$ cat src/hdl/dtq_pkg.sv
`timescale 1ns / 1ps

package dtq_pkg;

    localparam int ACTION_W  = 2;
    localparam int DELAY_W   = 16;
    localparam int TAG_W     = 8;
    localparam int PAYLOAD_W = 10;
    localparam int STATUS_W  = 2;
    localparam int CNT_OUT_W = 6;

    // command codes
    localparam logic [ACTION_W-1:0] ACT_INSERT = 2'd0;
    localparam logic [ACTION_W-1:0] ACT_PURGE  = 2'd1;
    localparam logic [ACTION_W-1:0] ACT_POP    = 2'd2;

    // result status codes
    localparam logic [STATUS_W-1:0] STAT_OK    = 2'd0;
    localparam logic [STATUS_W-1:0] STAT_FULL  = 2'd1;
    localparam logic [STATUS_W-1:0] STAT_EMPTY = 2'd2;

    typedef struct packed {
        logic [ACTION_W-1:0]  action;
        logic [DELAY_W-1:0]   delay;
        logic [TAG_W-1:0]     tag;
        logic [PAYLOAD_W-1:0] payload;
    } cmd_t;

    typedef struct packed {
        logic [STATUS_W-1:0]  status;
        logic [PAYLOAD_W-1:0] out_payload;
        logic [TAG_W-1:0]     out_tag;
        logic [DELAY_W-1:0]   out_delta;
        logic [CNT_OUT_W-1:0] removed;
        logic [CNT_OUT_W-1:0] occupancy;
    } rsp_t;

    // one stored list entry, link kept in a memory of its own
    typedef struct packed {
        logic [PAYLOAD_W-1:0] payload;
        logic [TAG_W-1:0]     tag;
        logic [DELAY_W-1:0]   delta;
    } entry_t;

    typedef enum logic [3:0] {
        S_IDLE,
        S_START,
        S_IALLOC,
        S_IWALK,
        S_ILINK,
        S_IFIX,
        S_PWALK,
        S_PEND,
        S_POP,
        S_RESP
    } state_t;

endpackage

$ cat src/hdl/delta_timer_queue.sv
`timescale 1ns / 1ps
// insert walks entries from the head until its place is found; purge walks every entry; pop reads the head
// full insert, empty purge, empty pop and no-op go straight to the result without touching the list
// one command at a time: cmd_ready is low from accept until its result is loaded into the output register
// reset: control registers, list head, free head, counts and fill counter clear at once
// entry memories are not cleared; the fill counter stands in for the initial free chain

module delta_timer_queue #(
    parameter int DEPTH = 32
) (
    input  logic           clk,
    input  logic           rst_n,
    input  logic           cmd_valid,
    output logic           cmd_ready,
    input  dtq_pkg::cmd_t  cmd,
    output logic           rsp_valid,
    input  logic           rsp_ready,
    output dtq_pkg::rsp_t  rsp
);

    localparam int AW = $clog2(DEPTH);
    localparam int CW = $clog2(DEPTH + 1);
    localparam int EW = $bits(dtq_pkg::entry_t);
    localparam int DW = dtq_pkg::DELAY_W;
    localparam int OW = dtq_pkg::CNT_OUT_W;
    localparam logic [AW-1:0] LAST_SLOT = AW'(DEPTH - 1);
    localparam logic [CW-1:0] FULL_CNT  = CW'(DEPTH);

    // sequencer state
    dtq_pkg::state_t state_reg, state_next;

    // list bookkeeping (reset)
    logic [AW-1:0] head_reg, head_next;
    logic [AW-1:0] free_reg, free_next;
    logic [CW-1:0] count_reg, count_next;
    // slots at or above this mark were never allocated; their link is slot+1 (0 for the last slot)
    logic [CW-1:0] fresh_reg, fresh_next;

    // per-item working registers
    dtq_pkg::cmd_t   cmd_reg, cmd_next;
    logic [AW-1:0]   cur_reg, cur_next;
    logic [AW-1:0]   prev_reg, prev_next;
    logic            have_prev_reg, have_prev_next;
    logic [CW-1:0]   left_reg, left_next;
    logic [DW-1:0]   offset_reg, offset_next;
    logic [DW-1:0]   carry_reg, carry_next;
    logic            run_reg, run_next;
    dtq_pkg::entry_t ent_reg, ent_next;
    logic [AW-1:0]   slot_reg, slot_next;
    logic [dtq_pkg::STATUS_W-1:0] status_reg, status_next;
    dtq_pkg::entry_t pop_reg, pop_next;
    logic [CW-1:0]   removed_reg, removed_next;

    // output stage
    dtq_pkg::rsp_t rsp_reg, rsp_next;
    logic          rsp_valid_reg, rsp_valid_next;

    // memory ports
    logic [AW-1:0]   rd_addr;
    logic [AW-1:0]   link_q;
    dtq_pkg::entry_t data_q;
    logic            link_we;
    logic [AW-1:0]   link_waddr;
    logic [AW-1:0]   link_wdata;
    logic            data_we;
    logic [AW-1:0]   data_waddr;
    dtq_pkg::entry_t data_wdata;

    // link memory: list chain and free chain share it
    dtq_ram #(
        .WIDTH (AW),
        .DEPTH (DEPTH)
    ) u_link_ram (
        .clk     (clk),
        .wr_en   (link_we),
        .wr_addr (link_waddr),
        .wr_data (link_wdata),
        .rd_addr (rd_addr),
        .rd_data (link_q)
    );

    // entry memory: payload, tag and relative delta
    dtq_ram #(
        .WIDTH (EW),
        .DEPTH (DEPTH)
    ) u_data_ram (
        .clk     (clk),
        .wr_en   (data_we),
        .wr_addr (data_waddr),
        .wr_data (data_wdata),
        .rd_addr (rd_addr),
        .rd_data (data_q)
    );

    // decoded conditions
    logic          cnt_full;
    logic          cnt_empty;
    logic          fresh_hit;
    logic [AW-1:0] free_succ;
    logic          ins_adv;
    logic [CW-1:0] left_dec;
    logic          last_step;
    logic [DW-1:0] eff_delta;
    logic          tag_hit;
    logic [CW-1:0] purge_cnt;

    assign cnt_full  = (count_reg == FULL_CNT);
    assign cnt_empty = (count_reg == '0);
    // free head never written yet: follow the initial chain slot -> slot+1
    assign fresh_hit = (CW'(free_reg) >= fresh_reg);
    assign free_succ = (free_reg == LAST_SLOT) ? '0 : free_reg + AW'(1);
    // keep walking while the remaining offset covers this entry (fifo on ties)
    assign ins_adv   = (offset_reg >= data_q.delta);
    assign left_dec  = left_reg - CW'(1);
    assign last_step = (left_dec == '0);
    // delta of the current entry plus what removed predecessors handed down
    assign eff_delta = data_q.delta + carry_reg;
    assign tag_hit   = (data_q.tag == cmd_reg.tag);
    assign purge_cnt = count_reg - removed_reg;

    assign cmd_ready = (state_reg == dtq_pkg::S_IDLE);
    assign rsp_valid = rsp_valid_reg;
    assign rsp       = rsp_reg;

    // next state
    always_comb
    begin
        state_next = state_reg;
        case (state_reg)
            dtq_pkg::S_IDLE:
            begin
                if (cmd_valid)
                begin
                    state_next = dtq_pkg::S_START;
                end
            end
            dtq_pkg::S_START:
            begin
                case (cmd_reg.action)
                    dtq_pkg::ACT_INSERT:
                        state_next = cnt_full ? dtq_pkg::S_RESP : dtq_pkg::S_IALLOC;
                    dtq_pkg::ACT_PURGE:
                        state_next = cnt_empty ? dtq_pkg::S_RESP : dtq_pkg::S_PWALK;
                    dtq_pkg::ACT_POP:
                        state_next = cnt_empty ? dtq_pkg::S_RESP : dtq_pkg::S_POP;
                    default:
                        state_next = dtq_pkg::S_RESP;
                endcase
            end
            dtq_pkg::S_IALLOC:
                state_next = cnt_empty ? dtq_pkg::S_ILINK : dtq_pkg::S_IWALK;
            dtq_pkg::S_IWALK:
            begin
                if (!ins_adv || last_step)
                begin
                    state_next = dtq_pkg::S_ILINK;
                end
            end
            dtq_pkg::S_ILINK:
                state_next = dtq_pkg::S_IFIX;
            dtq_pkg::S_IFIX:
                state_next = dtq_pkg::S_RESP;
            dtq_pkg::S_PWALK:
            begin
                if (last_step)
                begin
                    state_next = dtq_pkg::S_PEND;
                end
            end
            dtq_pkg::S_PEND:
                state_next = dtq_pkg::S_RESP;
            dtq_pkg::S_POP:
                state_next = dtq_pkg::S_RESP;
            dtq_pkg::S_RESP:
            begin
                if (!rsp_valid_reg || rsp_ready)
                begin
                    state_next = dtq_pkg::S_IDLE;
                end
            end
            default:
                state_next = dtq_pkg::S_IDLE;
        endcase
    end

    // datapath and memory control
    always_comb
    begin
        head_next      = head_reg;
        free_next      = free_reg;
        count_next     = count_reg;
        fresh_next     = fresh_reg;
        cmd_next       = cmd_reg;
        cur_next       = cur_reg;
        prev_next      = prev_reg;
        have_prev_next = have_prev_reg;
        left_next      = left_reg;
        offset_next    = offset_reg;
        carry_next     = carry_reg;
        run_next       = run_reg;
        ent_next       = ent_reg;
        slot_next      = slot_reg;
        status_next    = status_reg;
        pop_next       = pop_reg;
        removed_next   = removed_reg;
        rsp_next       = rsp_reg;
        rsp_valid_next = rsp_valid_reg && !rsp_ready;

        rd_addr    = cur_reg;
        link_we    = 1'b0;
        link_waddr = cur_reg;
        link_wdata = free_reg;
        data_we    = 1'b0;
        data_waddr = cur_reg;
        data_wdata = data_q;

        case (state_reg)
            dtq_pkg::S_IDLE:
            begin
                if (cmd_valid)
                begin
                    cmd_next     = cmd;
                    status_next  = dtq_pkg::STAT_OK;
                    pop_next     = '0;
                    removed_next = '0;
                end
            end
            dtq_pkg::S_START:
            begin
                case (cmd_reg.action)
                    dtq_pkg::ACT_INSERT:
                    begin
                        if (cnt_full)
                        begin
                            status_next = dtq_pkg::STAT_FULL;
                        end
                        else
                        begin
                            // fetch the free slot's link to advance the free chain
                            rd_addr   = free_reg;
                            slot_next = free_reg;
                        end
                    end
                    dtq_pkg::ACT_PURGE:
                    begin
                        rd_addr        = head_reg;
                        cur_next       = head_reg;
                        left_next      = count_reg;
                        have_prev_next = 1'b0;
                        carry_next     = '0;
                        run_next       = 1'b0;
                    end
                    dtq_pkg::ACT_POP:
                    begin
                        if (cnt_empty)
                        begin
                            status_next = dtq_pkg::STAT_EMPTY;
                        end
                        else
                        begin
                            rd_addr = head_reg;
                        end
                    end
                    default:
                    begin
                    end
                endcase
            end
            dtq_pkg::S_IALLOC:
            begin
                free_next = fresh_hit ? free_succ : link_q;
                if (fresh_hit)
                begin
                    fresh_next = fresh_reg + CW'(1);
                end
                rd_addr        = head_reg;
                cur_next       = head_reg;
                left_next      = count_reg;
                have_prev_next = 1'b0;
                offset_next    = cmd_reg.delay;
            end
            dtq_pkg::S_IWALK:
            begin
                // entry under cur is kept in case the walk stops here
                ent_next = data_q;
                if (ins_adv)
                begin
                    offset_next    = offset_reg - data_q.delta;
                    prev_next      = cur_reg;
                    have_prev_next = 1'b1;
                    cur_next       = link_q;
                    left_next      = left_dec;
                    rd_addr        = link_q;
                end
            end
            dtq_pkg::S_ILINK:
            begin
                // new entry points at the stop position, which is prev's old successor
                data_we            = 1'b1;
                data_waddr         = slot_reg;
                data_wdata.payload = cmd_reg.payload;
                data_wdata.tag     = cmd_reg.tag;
                data_wdata.delta   = offset_reg;
                link_we            = 1'b1;
                link_waddr         = slot_reg;
                link_wdata         = cur_reg;
                if (!have_prev_reg)
                begin
                    head_next = slot_reg;
                end
            end
            dtq_pkg::S_IFIX:
            begin
                if (have_prev_reg)
                begin
                    link_we    = 1'b1;
                    link_waddr = prev_reg;
                    link_wdata = slot_reg;
                end
                // successor loses the new entry's delta
                if (left_reg != '0)
                begin
                    data_we            = 1'b1;
                    data_waddr         = cur_reg;
                    data_wdata.payload = ent_reg.payload;
                    data_wdata.tag     = ent_reg.tag;
                    data_wdata.delta   = ent_reg.delta - offset_reg;
                end
                count_next = count_reg + CW'(1);
            end
            dtq_pkg::S_PWALK:
            begin
                cur_next  = link_q;
                left_next = left_dec;
                rd_addr   = link_q;
                if (tag_hit)
                begin
                    // unlink and push onto the free chain, delta moves on
                    link_we      = 1'b1;
                    link_waddr   = cur_reg;
                    link_wdata   = free_reg;
                    free_next    = cur_reg;
                    removed_next = removed_reg + CW'(1);
                    carry_next   = eff_delta;
                    run_next     = 1'b1;
                    if (!have_prev_reg)
                    begin
                        head_next = link_q;
                    end
                end
                else
                begin
                    // first survivor after a removed run takes the carried delta
                    if (run_reg)
                    begin
                        data_we            = 1'b1;
                        data_waddr         = cur_reg;
                        data_wdata.payload = data_q.payload;
                        data_wdata.tag     = data_q.tag;
                        data_wdata.delta   = eff_delta;
                    end
                    if (run_reg && have_prev_reg)
                    begin
                        link_we    = 1'b1;
                        link_waddr = prev_reg;
                        link_wdata = cur_reg;
                    end
                    carry_next     = '0;
                    run_next       = 1'b0;
                    prev_next      = cur_reg;
                    have_prev_next = 1'b1;
                end
            end
            dtq_pkg::S_PEND:
            begin
                count_next = purge_cnt;
                if (purge_cnt == '0)
                begin
                    head_next = '0;
                end
            end
            dtq_pkg::S_POP:
            begin
                pop_next   = data_q;
                head_next  = link_q;
                link_we    = 1'b1;
                link_waddr = head_reg;
                link_wdata = free_reg;
                free_next  = head_reg;
                count_next = count_reg - CW'(1);
            end
            dtq_pkg::S_RESP:
            begin
                // output register frees as the previous result is taken
                if (!rsp_valid_reg || rsp_ready)
                begin
                    rsp_next.status      = status_reg;
                    rsp_next.out_payload = pop_reg.payload;
                    rsp_next.out_tag     = pop_reg.tag;
                    rsp_next.out_delta   = pop_reg.delta;
                    rsp_next.removed     = OW'(removed_reg);
                    rsp_next.occupancy   = OW'(count_reg);
                    rsp_valid_next       = 1'b1;
                end
            end
            default:
            begin
            end
        endcase
    end

    // control registers
    always_ff @(posedge clk or negedge rst_n)
    begin
        if (!rst_n)
        begin
            state_reg     <= dtq_pkg::S_IDLE;
            head_reg      <= '0;
            free_reg      <= '0;
            count_reg     <= '0;
            fresh_reg     <= '0;
            rsp_valid_reg <= 1'b0;
        end
        else
        begin
            state_reg     <= state_next;
            head_reg      <= head_next;
            free_reg      <= free_next;
            count_reg     <= count_next;
            fresh_reg     <= fresh_next;
            rsp_valid_reg <= rsp_valid_next;
        end
    end

    // working and payload registers, loaded before use
    always_ff @(posedge clk)
    begin
        cmd_reg       <= cmd_next;
        cur_reg       <= cur_next;
        prev_reg      <= prev_next;
        have_prev_reg <= have_prev_next;
        left_reg      <= left_next;
        offset_reg    <= offset_next;
        carry_reg     <= carry_next;
        run_reg       <= run_next;
        ent_reg       <= ent_next;
        slot_reg      <= slot_next;
        status_reg    <= status_next;
        pop_reg       <= pop_next;
        removed_reg   <= removed_next;
        rsp_reg       <= rsp_next;
    end

    // occupancy never passes the slot count
    a_count_bound: assert property (@(posedge clk) disable iff (!rst_n)
        count_reg <= FULL_CNT)
        else $error("occupancy above depth");

    // every held entry sits in a slot that was allocated at some point
    a_count_fresh: assert property (@(posedge clk) disable iff (!rst_n)
        count_reg <= fresh_reg)
        else $error("occupancy above fill mark");

    // a walk step always has an entry left to visit
    a_walk_bounded: assert property (@(posedge clk) disable iff (!rst_n)
        (state_reg == dtq_pkg::S_IWALK || state_reg == dtq_pkg::S_PWALK) |-> (left_reg != '0))
        else $error("walk past end of list");

    // leaving the response state always presents a result
    a_resp_lands: assert property (@(posedge clk) disable iff (!rst_n)
        (state_reg == dtq_pkg::S_RESP && state_next == dtq_pkg::S_IDLE) |=> rsp_valid_reg)
        else $error("result item lost");

endmodule

$ cat src/hdl/dtq_ram.sv
`timescale 1ns / 1ps

module dtq_ram #(
    parameter int WIDTH = 8,
    parameter int DEPTH = 32
) (
    input  logic                     clk,
    input  logic                     wr_en,
    input  logic [$clog2(DEPTH)-1:0] wr_addr,
    input  logic [WIDTH-1:0]         wr_data,
    input  logic [$clog2(DEPTH)-1:0] rd_addr,
    output logic [WIDTH-1:0]         rd_data
);

    logic [WIDTH-1:0] mem [DEPTH];

    always_ff @(posedge clk)
    begin
        if (wr_en)
        begin
            mem[wr_addr] <= wr_data;
        end
    end

    // registered read
    always_ff @(posedge clk)
    begin
        rd_data <= mem[rd_addr];
    end

endmodule
$ cat config.mk
export PLATFORM = sky130hd
export DESIGN_NAME = delta_timer_queue
export DESIGN_NICKNAME = d
export VERILOG_FILES = /design/src/hdl/dtq_pkg.sv /design/src/hdl/delta_timer_queue.sv /design/src/hdl/dtq_ram.sv
export SDC_FILE = /design/constraint.sdc
export NUM_CORES = 2
export LEC_CHECK = 0
export ABC_CLOCK_PERIOD_IN_PS = 5700
export BUFFER_PORTS_ARGS = -buffer_cell sky130_fd_sc_hd__buf_2
export CAP_MARGIN = 20
export CORE_ASPECT_RATIO = 1.1
export CORE_MARGIN = 5
export CORE_UTILIZATION = 48
export DETAILED_ROUTE_END_ITERATION = 10
export SETUP_SLACK_MARGIN = 0.4
export SYNTH_ARGS = -nofsm -noshare
export SYNTH_HDL_FRONTEND = slang
export SYNTH_SLANG_ARGS = --single-unit
$ cat constraint.sdc
create_clock -name clk -period 5.7 [get_ports clk]
set_clock_uncertainty 0.1 [all_clocks]
set_input_delay 0 -clock clk [delete_from_list [all_inputs] [get_ports clk]]
set_output_delay 0 -clock clk [all_outputs]
set_load 0.01 [all_outputs]
==> out/results.tsv <==
stage	metric	value	unit
critical_path	path_class	reg2reg	
critical_path	ff2ff_path_depth	14	
hold_path	min_to	state_reg[0]$_DFFE_PN0P_	
timing	tns	0	ns
hold_path	hold_path_class	in2reg	
cells_and_area	area_growth	14.3	%
pwr	ir_drop	0.000635	V
critical_path	crit_fanout	37	
placed_design	post-place-ws	0.734	ns
global_routing	grt_pass1_vias	40600	
yosys	yosysWarnings	0	
cells_and_area	nets	5023	
hold_path	hold_path_depth	5	
yosys	syn_inst	4785	
yosys	yosysTopAreaCell	edfxtp_1	
timing	tightest_slew	1.11	ns
critical_path	path_cells	inv_1 > ha_1 > a21oi_1 > o21bai_1 > a211oi_2 > nand2_1 > o211ai_1 > and2_4 > buf_12 > buf_4 > a211oi_1 > a31oi_1 > o2111ai_1 > nor4_2	
die	die_y	395	um
clock_network	cts_buffer_depth	3	
clock_network	cts_max_level	4	
timing	rsz0062_at_grt	false	
detailed_routing	drc_errors	0	
detailed_routing	wirelength	190	mm
global_routing	grt_max_degree	117	
critical_path	reg2reg_to	u_data_ram.rd_data[3]$_DFF_P_	
clock_network	cts_tree	done	
yosys	synth_common_cells	1463 x edfxtp_1, 665 x nand2_1, 351 x and3_1	
critical_path	start_kind	flip-flop	
clock_network	postCtsSetupBuffers	0	
detailed_routing	drtIter0Drc	5359	
die	num_rows	141	
timing	hold_viol	0	
cells_and_area	antenna_cells	0	
cells_and_area	largest_reg_flops	1088	
pwr	p_leak	25.3	nW
yosys	syn_area	64600	um^2
yosys	avgSynthCellArea	13.5	um^2
detailed_routing	vias_per_cell	6.28	
critical_path	cp_top_family	compound AO/OA/AOI/OAI gates	
clock_network	clkLatencyLatePin	0.79	ns
die	start_util	48.2	%
detailed_routing	post_drt_wl_per_cell	27.8	um
timing	min_period_over_period	90.3	%
placed_design	place.gp.congestion	0.870	
placed_design	detailed_place_hpwl	106	mm
critical_path	cp-end-kind	flip-flop	
critical_path	r2r-start	u_data_ram.rd_data[13]$_DFF_P_	
yosys	ys_seq_elements	1529	
die	ios	90	
global_routing	antenna_found_initial	1	
yosys	synth-async-reset-ratio	1.77	%
yosys	synth_area_leaders	edfxtp_1 68%, a211oi_1 4.0%, nand2_1 3.9%, and3_1 3.4%, o2111ai_1 2.0%	
yosys	synth_edf_count	1463	
pwr	p_total	49.3	mW
global_routing	grt_pass1_wl	277	mm
die	core	134000	um^2
timing	fmax	0.194	GHz
cells_and_area	design_area	73800	um^2
yosys	ys.flop_type	edfxtp_1	
timing	setup_ws	0.554	ns
timing	setup_viol	0	
critical_path	cp_num_buf_inv	3	
detailed_routing	drt_pass1_iterations	6	
critical_path	worstPathArrival	5.66	ns
timing	layout_min_cycle_time	5.15	ns
run	cap_viol_max_count	0	
critical_path	critPathMaxStageDelay	0.60	ns
outcome	status	complete, no violations	
cells_and_area	final_layout_size_suffix_gt1_share	12.0	%
critical_path	reg2reg_slack	0.55	ns
placed_design	portBuffers	89	
clock_network	numCtsBuffers	154	
detailed_routing	vias	42900	
yosys	synth_fp_nets	4897	
detailed_routing	ant_nets	0	
die	die_area	142000	um^2
global_routing	gr-total-overflow	0	
hold_path	hold_start	rsp_ready	
yosys	ys_seq_area_share	70.3	%
die	die_w	360	um
timing	timing.slew.headroom	25.9	%
critical_path	worstPathRequired	6.21	ns
clock_network	clockRootBuffer	clkbuf_16	
critical_path	cpMaxStageDelayCell	a211oi_2	
pwr	power_density	669	nW/um^2
clock_network	cts_sinks	1529	
global_routing	grtUsageTotal	26.0	%
clock_network	clkTransAtPathRegs	0.06	ns
timing	drv_slew	0	
yosys	synth.top_cell.area_share	68.0	%
yosys	synth.most_common_cell	edfxtp_1	
placed_design	dpl_cell_area	68000	um^2
yosys	ys_types	80	
-- area by class of cell --
class / count / area, um^2
Inverter: 88 / 330
Clock buffer: 202 / 4220
Timing Repair Buffer: 331 / 3190
Clock inverter: 83 / 681
Sequential cell: 1529 / 45400
Multi-Input combinational cell: 2807 / 17700
Tap cell: 1787 / 2240
Fill cell: 10800 / 60300
-- worst max path at each step --
stage                                              start                         endpoint  slack [ns]  cells past startpoint
final                     u_data_ram.rd_data[13]$_DFF_P_    u_data_ram.rd_data[3]$_DFF_P_        0.55                     14
after global routing            state_reg[1]$_DFFE_PN0P_    u_data_ram.rd_data[7]$_DFF_P_        0.41                     13
after CTS                 u_data_ram.rd_data[13]$_DFF_P_    u_data_ram.rd_data[3]$_DFF_P_        0.70                     14
after detailed placement        state_reg[1]$_DFFE_PN0P_    u_data_ram.rd_data[7]$_DFF_P_        0.73                     13
after global placement          state_reg[1]$_DFFE_PN0P_    u_data_ram.rd_data[9]$_DFF_P_        0.75                     13
after floorplan               carry_reg[0]$_SDFFCE_PN0P_  u_data_ram.mem[0][12]$_DFFE_PP_        1.56                     11
-- cells by family (layout without fill, tap and decap cells) --
logic type,after synthesis,count (layout),share of synthesized area (%)
buffers and inverters,449,704,2.94
AND/OR/NAND/NOR,1544,1544,11.8
flip-flops,1529,1529,70.3
multiplexers,41,41,0.639
XOR/XNOR,72,72,0.977
adder cells (fa/ha/maj),72,72,1.45
AO/OA/AOI/OAI,1078,1078,11.9
-- worst reg2reg max path, cell delays in order, from the launching register on --
cell	delay, ns
dfxtp_1	0.57
inv_1	0.13
ha_1	0.39
a21oi_1	0.16
o21bai_1	0.08
a211oi_2	0.60
nand2_1	0.24
o211ai_1	0.43
and2_4	0.55
buf_12	0.30
buf_4	0.25
a211oi_1	0.07
a31oi_1	0.23
o2111ai_1	0.27
nor4_2	0.60
-- through the flow --
step	hold slack [ns]	std cells	utilization (%)
6_report	0.128	6827	55.0
5_1_grt	0.168	6827	55.0
4_1_cts	0.0618	6823	55.0
3_5_place_dp	-0.0334	6460	50.7
3_3_place_gp	-0.0419	6460	50.7
2_1_floorplan	-0.396	4785	-
-- layer usage --
layer  track usage [%]  wire (um)  up-vias
met5             0.270         51        -
met2              41.4      88800     2056
met4              7.61       5320        2
met1              37.1      79200    21600
met3              4.37      16300      334
li1                  -          -    18800
-- power breakdown --
part / switching (mW) / internal [mW]
sequential: 0.876 / 15.6
clock: 4.31 / 5.53
combinational: 16.1 / 6.92
total: 21.3 / 28.1
-- layout by cell type (no fill, tap or decap), types with 27 or more instances in the layout --
cell / netlist / layout
a211oi_1: 345 / 345
buf_2: 118 / 90
dlygate4sd3_1: 0 / 77
a31oi_1: 129 / 128
xnor2_1: 43 / 43
buf_12: 0 / 57
a21oi_1: 159 / 156
clkbuf_16: 0 / 159
nand3_1: 177 / 174
a222oi_1: 29 / 29
and3_1: 351 / 351
mux2i_1: 39 / 39
nor2_1: 158 / 125
nor4_2: 38 / 37
a21o_1: 29 / 27
clkbuf_1: 208 / 35
o21ai_0: 81 / 72
edfxtp_1: 1463 / 1463
buf_4: 15 / 105
o2111ai_1: 150 / 150
and2_1: 41 / 39
o22ai_1: 47 / 46
clkinv_2: 0 / 34
nand2_1: 665 / 663
ha_1: 67 / 67
dfxtp_1: 39 / 39
dfrtp_1: 27 / 27
xor2_1: 29 / 29
inv_1: 86 / 85
nor2_4: 0 / 32
-- repair_timing --
action | 4_1_cts | 5_1_grt
hold buffers | 78 | 0
resized for setup | 0 | 1
endpoints found under the hold margin | 194 | 0
setup endpoints to repair | 0 | 1
No activity file was read; power rests on OpenSTA's default activity.
